## config.mk

```make
export PLATFORM = sky130hd
export DESIGN_NAME = dedup_task_run_queue_unit
export DESIGN_NICKNAME = d
export VERILOG_FILES = /design/src/sv/dtrq_pkg.sv /design/src/sv/dedup_task_run_queue_unit.sv /design/src/sv/dtrq_ram.sv
export SDC_FILE = /design/constraint.sdc
export NUM_CORES = 1
export LEC_CHECK = 0
export BUFFER_PORTS_ARGS = -buffer_cell sky130_fd_sc_hd__buf_2
export CAP_MARGIN = 20
export CORE_MARGIN = 4
export CORE_UTILIZATION = 50
export DETAILED_ROUTE_END_ITERATION = 16
export PLACE_DENSITY_LB_ADDON = 0.08
export SETUP_SLACK_MARGIN = 0.15
export SYNTH_ARGS = -nofsm -noshare
export SYNTH_HDL_FRONTEND = slang
export SYNTH_SLANG_ARGS = --single-unit
```

## constraint.sdc

```tcl
create_clock -name clk -period 2.7 [get_ports clk]
set_clock_uncertainty 0.2 [all_clocks]
set_input_delay 0.405 -clock clk [delete_from_list [all_inputs] [get_ports clk]]
set_output_delay 0.405 -clock clk [all_outputs]
set_load 0.05 [all_outputs]
```

## src/sv/dtrq_pkg.sv

```systemverilog
// ----------------------------------------------------------------------------
// dtrq_pkg
// Shared codes and constants for the deduplicating task run queue.
// ----------------------------------------------------------------------------
package dtrq_pkg;

	localparam int unsigned TASK_ID_W = 4;
	localparam int unsigned MAX_RUN   = 16;
	localparam int unsigned RUN_CNT_W = 4;

	// Request codes on the action field.
	localparam logic ACT_POST  = 1'b0;
	localparam logic ACT_DRAIN = 1'b1;

	// Result kinds.
	localparam logic KIND_STATUS = 1'b0;
	localparam logic KIND_RUN    = 1'b1;

	// Post outcomes.
	localparam logic ST_QUEUED  = 1'b0;
	localparam logic ST_ALREADY = 1'b1;

endpackage

```

## src/sv/dedup_task_run_queue_unit.sv

```systemverilog
// ----------------------------------------------------------------------------
// dedup_task_run_queue_unit
// FIFO run queue of task ids in which each task is queued at most once.
// A post gives its status result in the cycle after the request is taken
// and busy never rises for it. A drain of N tasks gives one result per cycle
// after the request, busy high until the last one; the walk is bound by the
// registered read of the link memory. An empty drain gives none.
// The receiver cannot stall. Reset empties the queue; link memory is not reset.
// ----------------------------------------------------------------------------
module dedup_task_run_queue_unit #(
	parameter int unsigned NUM_TASKS = 16
) (
	input  logic                           clk,
	input  logic                           arst_n,
	input  logic                           start,
	output logic                           busy,
	input  logic                           action,
	input  logic [dtrq_pkg::TASK_ID_W-1:0] task_id,
	output logic                           strobe,
	output logic                           kind,
	output logic                           status,
	output logic [dtrq_pkg::TASK_ID_W-1:0] run_task_id,
	output logic                           last_of_run,
	output logic                           pending_raised,
	output logic                           queue_nonempty
);

	localparam int unsigned IDX_W = $clog2(NUM_TASKS);

	typedef enum logic {
		S_IDLE,
		S_WALK
	} state_t;

	state_t                          state_q;
	logic [NUM_TASKS-1:0]            flags_q;
	logic [IDX_W-1:0]                head_q;
	logic [IDX_W-1:0]                tail_q;
	logic                            empty_q;
	logic [IDX_W-1:0]                cur_q;
	logic                            first_q;
	logic [dtrq_pkg::RUN_CNT_W-1:0]  cnt_q;

	logic                            accept;
	logic [IDX_W-1:0]                id_idx;
	logic                            id_ok;
	logic                            refused;
	logic                            link_we;
	logic [IDX_W-1:0]                rd_addr;
	logic [IDX_W-1:0]                rd_data;
	logic [IDX_W-1:0]                cur;
	logic                            walk_last;

	assign busy   = (state_q != S_IDLE);
	assign accept = start && !busy;
	assign id_idx = IDX_W'(task_id);
	assign id_ok  = (32'(task_id) < NUM_TASKS);
	assign refused = !id_ok || flags_q[id_idx];

	// A new tail is linked behind the old one only when the queue already holds tasks.
	assign link_we = accept && (action == dtrq_pkg::ACT_POST) && !refused && !empty_q;

	// The first step of a walk uses the head; later steps follow the link just read.
	assign cur       = first_q ? cur_q : rd_data;
	assign rd_addr   = (state_q == S_WALK) ? cur : head_q;
	assign walk_last = (cur == tail_q) ||
		(cnt_q == dtrq_pkg::RUN_CNT_W'(dtrq_pkg::MAX_RUN - 1));

	dtrq_ram #(
		.WIDTH(IDX_W),
		.DEPTH(NUM_TASKS)
	) u_link_ram (
		.clk    (clk),
		.wr_en  (link_we),
		.wr_addr(tail_q),
		.wr_data(id_idx),
		.rd_addr(rd_addr),
		.rd_data(rd_data)
	);

	always_ff @(posedge clk or negedge arst_n) begin
		if (!arst_n) begin
			state_q        <= S_IDLE;
			flags_q        <= '0;
			head_q         <= '0;
			tail_q         <= '0;
			empty_q        <= 1'b1;
			cur_q          <= '0;
			first_q        <= 1'b0;
			cnt_q          <= '0;
			strobe         <= 1'b0;
			kind           <= dtrq_pkg::KIND_STATUS;
			status         <= dtrq_pkg::ST_QUEUED;
			run_task_id    <= '0;
			last_of_run    <= 1'b0;
			pending_raised <= 1'b0;
			queue_nonempty <= 1'b0;
		end else begin
			strobe <= 1'b0;
			case (state_q)
				S_IDLE: begin
					if (accept && action == dtrq_pkg::ACT_POST) begin
						strobe         <= 1'b1;
						kind           <= dtrq_pkg::KIND_STATUS;
						run_task_id    <= '0;
						last_of_run    <= 1'b1;
						if (refused) begin
							status         <= dtrq_pkg::ST_ALREADY;
							pending_raised <= 1'b0;
							queue_nonempty <= !empty_q;
						end else begin
							status          <= dtrq_pkg::ST_QUEUED;
							pending_raised  <= empty_q;
							queue_nonempty  <= 1'b1;
							flags_q[id_idx] <= 1'b1;
							tail_q          <= id_idx;
							empty_q         <= 1'b0;
							if (empty_q) begin
								head_q <= id_idx;
							end
						end
					end else if (accept && !empty_q) begin
						state_q <= S_WALK;
						cur_q   <= head_q;
						first_q <= 1'b1;
						cnt_q   <= '0;
					end
				end
				S_WALK: begin
					strobe         <= 1'b1;
					kind           <= dtrq_pkg::KIND_RUN;
					status         <= dtrq_pkg::ST_QUEUED;
					run_task_id    <= dtrq_pkg::TASK_ID_W'(cur);
					last_of_run    <= walk_last;
					pending_raised <= 1'b0;
					queue_nonempty <= !walk_last;
					first_q        <= 1'b0;
					cnt_q          <= cnt_q + 1'b1;
					if (walk_last) begin
						state_q <= S_IDLE;
						flags_q <= '0;
						head_q  <= '0;
						tail_q  <= '0;
						empty_q <= 1'b1;
					end
				end
				default: begin
					state_q <= S_IDLE;
				end
			endcase
		end
	end

endmodule

```

## src/sv/dtrq_ram.sv

```systemverilog
// ----------------------------------------------------------------------------
// dtrq_ram
// Generic single-port-write, single-port-read RAM with a registered read.
// ----------------------------------------------------------------------------
module dtrq_ram #(
	parameter int unsigned WIDTH = 4,
	parameter int unsigned DEPTH = 16
) (
	input  logic                     clk,
	input  logic                     wr_en,
	input  logic [$clog2(DEPTH)-1:0] wr_addr,
	input  logic [WIDTH-1:0]         wr_data,
	input  logic [$clog2(DEPTH)-1:0] rd_addr,
	output logic [WIDTH-1:0]         rd_data
);

	logic [WIDTH-1:0] mem_q [DEPTH];

	always_ff @(posedge clk) begin
		if (wr_en) begin
			mem_q[wr_addr] <= wr_data;
		end
		rd_data <= mem_q[rd_addr];
	end

endmodule
```

Word-level counts from Yosys, hierarchy flattened --
Memory sizes are Yosys's and may differ from the RTL's. A register that Yosys moved wholly into a read port is not among the register bits. Index checks and enable logic that the tools add are counted.
Storage, ports and cells: register bits after elaboration 45, word-level logic and storage cells 97, memories kept 1, input port bits 8, memory bits (writable) 64, output and inout port bits 11
Cells by class: $lt $le $gt $ge 2, muxes and demuxes 51, add/sub/neg operators 1, reduce and logical (&&, ||, !) cells 15, equal/unequal tests 8, bitwise gates (word level) 4
Memories:
- u_link_ram.mem_q | words 16, width 4, rd ports 1, clocked after memory_dff 1, wr ports 1, RTL line dtrq_ram.sv:17 | logic [WIDTH-1:0] mem_q [DEPTH];
Operator list (count):
- $mux W16 | 3
- $mux W4 | 11
- $pmux W16 S2 | 1
- $pmux W4 S2 | 4
- $mux W1 | 21
- $pmux W1 S2 | 9
- $or A16 B16 Y16 | 1
- $ne A2 B2 Y1 const B | 5
- $logic_and A1 B1 Y1 | 6
- $reduce_and A3 Y1 | 2
- $lt A4 B5 Y1 const B | 1
- $add A4 B1 Y4 const B | 1
- $bmux W1 S4 | 1
- $demux W1 S4 | 1
- $eq A4 B4 Y1 | 1
- $eq A4 B4 Y1 const B | 1
- $ge A4 B1 Y1 const B | 1
- $logic_not A1 Y1 | 4
- $reduce_and A4 Y1 | 1
- $not A1 Y1 | 3
- $ne A2 B1 Y1 const B | 1
- $reduce_and A2 Y1 | 1
- $logic_or A1 B1 Y1 | 1

Logic depth before layout (Yosys ltp) --
word-level depth 8, gate-level depth with buffers 8, mapped depth without buffers 6

By module --
Synthesis repeated with hierarchy kept, for this count alone.
Unflattened totals: cell total of the unflattened synthesis 359, area, all modules 5016.1 um^2
Modules (own cells, without submodules):
- dtrq_ram | area an instance 2666.3 um^2, cells an instance 130, times used 1, seq. area each 2001.9 um^2
- dedup_task_run_queue_unit | area an instance 2349.8 um^2, cells an instance 229, times used 1, seq. area each 1127.3 um^2

Worst setup path before layout --
No wires, ideal clock.
path type reg2reg, start reg state_q, in the netlist busy, end mem u_link_ram.mem_q[12][0] (enable), arrival 2.075 ns, clock period less this slack 2.654 ns, required time 2.121 ns, setup slack 0.046 ns, buffers on the path 1, setup time 0.379 ns, stages on the path, launching flop included 6, cell sequence dfrtp_1 buf_2 inv_1 nand3_1 or3_1 nor4b_1
Between the ends: cells in the longest elaborated chain, start to end 7
Ends and longest elaborated chain:
- start: declaration | RTL line dedup_task_run_queue_unit.sv:35 | state_t state_q;
- start signal: assignment | RTL line dedup_task_run_queue_unit.sv:83 | state_q <= S_IDLE;
- start signal: assignment | RTL line dedup_task_run_queue_unit.sv:123 | state_q <= S_WALK;
- start signal: assignment | RTL line dedup_task_run_queue_unit.sv:140 | state_q <= S_IDLE;
- $logic_not A1 Y1 | RTL line dedup_task_run_queue_unit.sv:55 | assign accept = start && !busy;
- $logic_and A1 B1 Y1 | RTL line dedup_task_run_queue_unit.sv:55
- $logic_and A1 B1 Y1 (3 in a row) | RTL line dedup_task_run_queue_unit.sv:61 | assign link_we = accept && (action == dtrq_pkg::ACT_POST) && !refused && !empty_q;
- $mux W1 | RTL line dtrq_ram.sv:20 | if (wr_en) begin
- $mux W1 (not written as such) | RTL line dtrq_ram.sv:21 | mem_q[wr_addr] <= wr_data;
- end: declaration | RTL line dtrq_ram.sv:17
No other way between the ends.

Worst setup path in the final report --
start reg first_q, end reg u_link_ram.rd_data[3] (read register of u_link_ram.mem_q)
Between the ends: cells in the longest elaborated chain, start to end 2
Ends and longest elaborated chain:
- start: declaration | RTL line dedup_task_run_queue_unit.sv:41 | logic first_q;
- start signal: assignment | RTL line dedup_task_run_queue_unit.sv:89 | first_q <= 1'b0;
- start signal: assignment | RTL line dedup_task_run_queue_unit.sv:125 | first_q <= 1'b1;
- start signal: assignment | RTL line dedup_task_run_queue_unit.sv:137 | first_q <= 1'b0;
- $mux W4 | RTL line dedup_task_run_queue_unit.sv:64 | assign cur = first_q ? cur_q : rd_data;
- $mux W4 | RTL line dedup_task_run_queue_unit.sv:65 | assign rd_addr = (state_q == S_WALK) ? cur : head_q;
- end: declaration | RTL line dtrq_ram.sv:14 | output logic [WIDTH-1:0] rd_data
No other way between the ends. A chain may end at the register's enable or synchronous reset.

==> results.ini <==
[pwr]
power.clock.fraction=0.311
total_leakage_power_nw=2.36
net_sw_power_w=0.00240
seqPwrFrac=0.347
power-per-cell-area_nw_per_um2=1150
ir_drop_mv=0.498
finalPower_w=0.00692
sw_frac=0.347
comb_power_share=0.342
power.internal_w=0.00452

[cts]
cts.repair_timing.setup_buffer_count=0
cts.reportedPaths.clkPinSlew_ps=50
cts_tree=yes
cts_buffer_depth=2
clock_tree.root_cell=sky130_fd_sc_hd__clkbuf_8
cts_max_level=4
worstSkewPairLatency_ps=510
clock_sink_count=113
cts_buffers=17

[global_route]
grt_usage=0.200
globalRouteMet1Util=0.290
overflow=0
globalRoute.busiestLayer=met2
antenna_found_initial=0
global_route.usage.met3=0.0454
groute.layer.met2.usage=0.301
grt_pass1_wl_um=17500
grt_start_max_net_pins=37
grt_pass1_vias=3248

[cells_and_area]
filler_cell_count=787
final_layout_size_suffix_gt1_frac=0.240
leading_cell_type_in_the_layout_fill_and_taps_excluded=sky130_fd_sc_hd__edfxtp_1
layout.nets=413
n_antenna_cell=0
final_cell_mix=sky130_fd_sc_hd__edfxtp_1 (64), sky130_fd_sc_hd__dfrtp_1 (43), sky130_fd_sc_hd__buf_4 (32)
utilization=0.614
multi_input_gate_area_in_the_final_layout_um2=1740
layout-area-overhead-vs-synth_pct=20.2
ff_latch_area_um2=3130

[synthesis]
postSynthRegisterBits=113
synth_sequential_area_ratio=0.626
asyncSetResetFlopFracSynth=0.398
syn_avg_cell_area_um2=14.2
syn_area_um2=5000
synth_top_family_by_area=multiplexers
synthFlopType=sky130_fd_sc_hd__edfxtp_1
syn-instance-count=353
count_of_flip_flops_with_a_built_in_enable_after_synthesis=64
post_synth_xor_area_fraction=0.0105
share_of_the_synthesized_area_in_compound_gates_ao_oa_aoi_oai=0.121
yosysWarnings=0
synthSimpleGateAreaFrac=0.0876
syn-num-nets=362
yosys-mux-area-fraction=0.125
share_of_synthesized_cell_area_in_full_adder_half_adder_and_majority_cells=0.00250
ys_types=53

[setup_path]
critical_path.startpoint_type=flip-flop
critPathArrivalTime_ps=2600
critical_path_maximum_fanout=16
kind_of_end_point_of_the_critical_path=flip-flop
criticalPathCategory=reg2reg
required_ps=2900

[detailed_routing]
wl_per_cell_um=19.5
drt-initial-drc-count=330
remaining_antenna_violation_count=0
detailed_route_via_count=3264
dr.pass1.iters=5
totalWireLength_um=10700
detail_route.drc_violations=0
vias_per_cell=5.93

[sta]
setup_violations=0
max_clock_freq_ghz=0.417
fin_worst_hold_slack_ps=85.2
tightestPinTransition_ps=814
timing.final.max_slew_violations=0
rsz_0062_raised_after_global_routing=no
timing.max_slew.rel_slack=0.455
layout_min_cycle_time_ps=2400
timing.final.crit_share=0.889
final_hold_violation_count=0

[placed_design]
globalplace.congestion=0.821
hpwl_um=7270
placement.io_buffers=18

[floorplan]
dieHeight_um=108
core_area_um2=9770
cell_rows=36
dieArea_um2=11700
dieWidth_um=108
initial_core_util=0.511
floorplan.io_pins=19

[outcome]
run_status=completed

[worst_hold_path]
worst_hold_path_type=in2async

[job]
drv_cap=0

synth_stat cells (all sizes together), types with 5 or more instances:
| cell type | number | share of area |
|---|---|---|
| o311ai | 5 | 0.0088 |
| mux2 | 10 | 0.023 |
| and3 | 5 | 0.0063 |
| nor3 | 7 | 0.0070 |
| nand2 | 22 | 0.017 |
| inv | 8 | 0.0060 |
| o2bb2ai | 8 | 0.014 |
| nand3 | 8 | 0.0080 |
| a21oi | 9 | 0.011 |
| a22oi | 10 | 0.015 |
| buf | 12 | 0.015 |
| dfrtp | 44 | 0.22 |
| mux4 | 16 | 0.084 |
| o211ai | 5 | 0.0075 |
| edfxtp | 64 | 0.38 |
| o21ai | 18 | 0.018 |
| a21o | 5 | 0.0075 |
| a22o | 9 | 0.016 |
| mux2i | 8 | 0.019 |
| clkbuf | 8 | 0.0060 |
| nor2 | 20 | 0.015 |
| nor4 | 5 | 0.0063 |
final cells by class:
type | count | area share
Clock buffer | 21 | 0.0731
Clock inverter | 11 | 0.0231
Tap cell | 133 | 0.0277
Multi-Input combinational cell | 211 | 0.289
Sequential cell | 113 | 0.521
Timing Repair Buffer | 52 | 0.0600
Inverter | 9 | 0.00563
power by group through the flow:
| stage | sequential [W] | clock (W) | combinational [W] |
|---|---|---|---|
| final | 0.00240 | 0.00215 | 0.00237 |
| after detailed placement | 0.00242 | 0 | 0.00236 |
| after floorplan | 0.00251 | 0 | 0.00159 |
| after global routing | 0.00244 | 0.00228 | 0.00259 |
| after CTS | 0.00239 | 0.00219 | 0.00237 |
| after global placement | 0.00242 | 0 | 0.00233 |
through the flow:
stage	area [um^2]	TNS [ps]	setup slack, ps	instances
floorplan	5000	0	45.9	353
global placement	5410	0	52.0	517
detailed placement	5410	-27.8	-7.02	517
CTS	6000	0	205	550
global route	6010	0	185	550
finish	6010	0	301	550
final timing paths:
kind	start	end	cells past startpoint	slack [ps]
setup / recovery	first_q	u_link_ram.rd_data[3]	6	300
hold / removal	arst_n	run_task_id[1]	2	90
setup reg to reg	first_q	u_link_ram.rd_data[3]	6	300
hold reg to reg	last_of_run	last_of_run	1	270
max in group asynchronous	arst_n	empty_q	3	1460
min in group clk	task_id[3]	flags_q[13]	3	100
what timing repair did:
action,4_1_cts,5_1_grt
endpoints found under the hold margin,44,0
setup endpoints to repair,0,16
resized for setup,0,2
hold buffers,1,0
critical path, cell delays in order, from the launching register on:
cell	delay (ps)
sky130_fd_sc_hd__dfrtp_2	490
sky130_fd_sc_hd__mux2i_4	240
sky130_fd_sc_hd__a21oi_4	180
sky130_fd_sc_hd__buf_12	180
sky130_fd_sc_hd__mux4_1	590
sky130_fd_sc_hd__a22oi_1	310
sky130_fd_sc_hd__nand2_1	90
per-layer routing:
metal	routed length [um]	vias to the layer above
met5	0	-
met4	139	0
met3	470	14
met2	5060	86
met1	5040	1657
li1	-	1507
cell families (layout without fill, tap and decap cells):
family | after synthesis | in the layout
AOI/OAI and AO/OA | 83 | 83
xor gates and xnor gates | 6 | 6
adders and majority gates | 1 | 1
buffers and inverters | 29 | 93
DFF | 113 | 113
muxes | 34 | 34
and+or+nand+nor | 87 | 87
registers in the layout, summed over array words and instances (netlist names), 4 cells and up:
signal,flops
cur_q,4
head_q,4
cnt_q,4
tail_q,4
u_link_ram.mem_q,64
flags_q,16
u_link_ram.rd_data,4
run_task_id,4
Note: power is estimated with default switching activity, not from simulation.
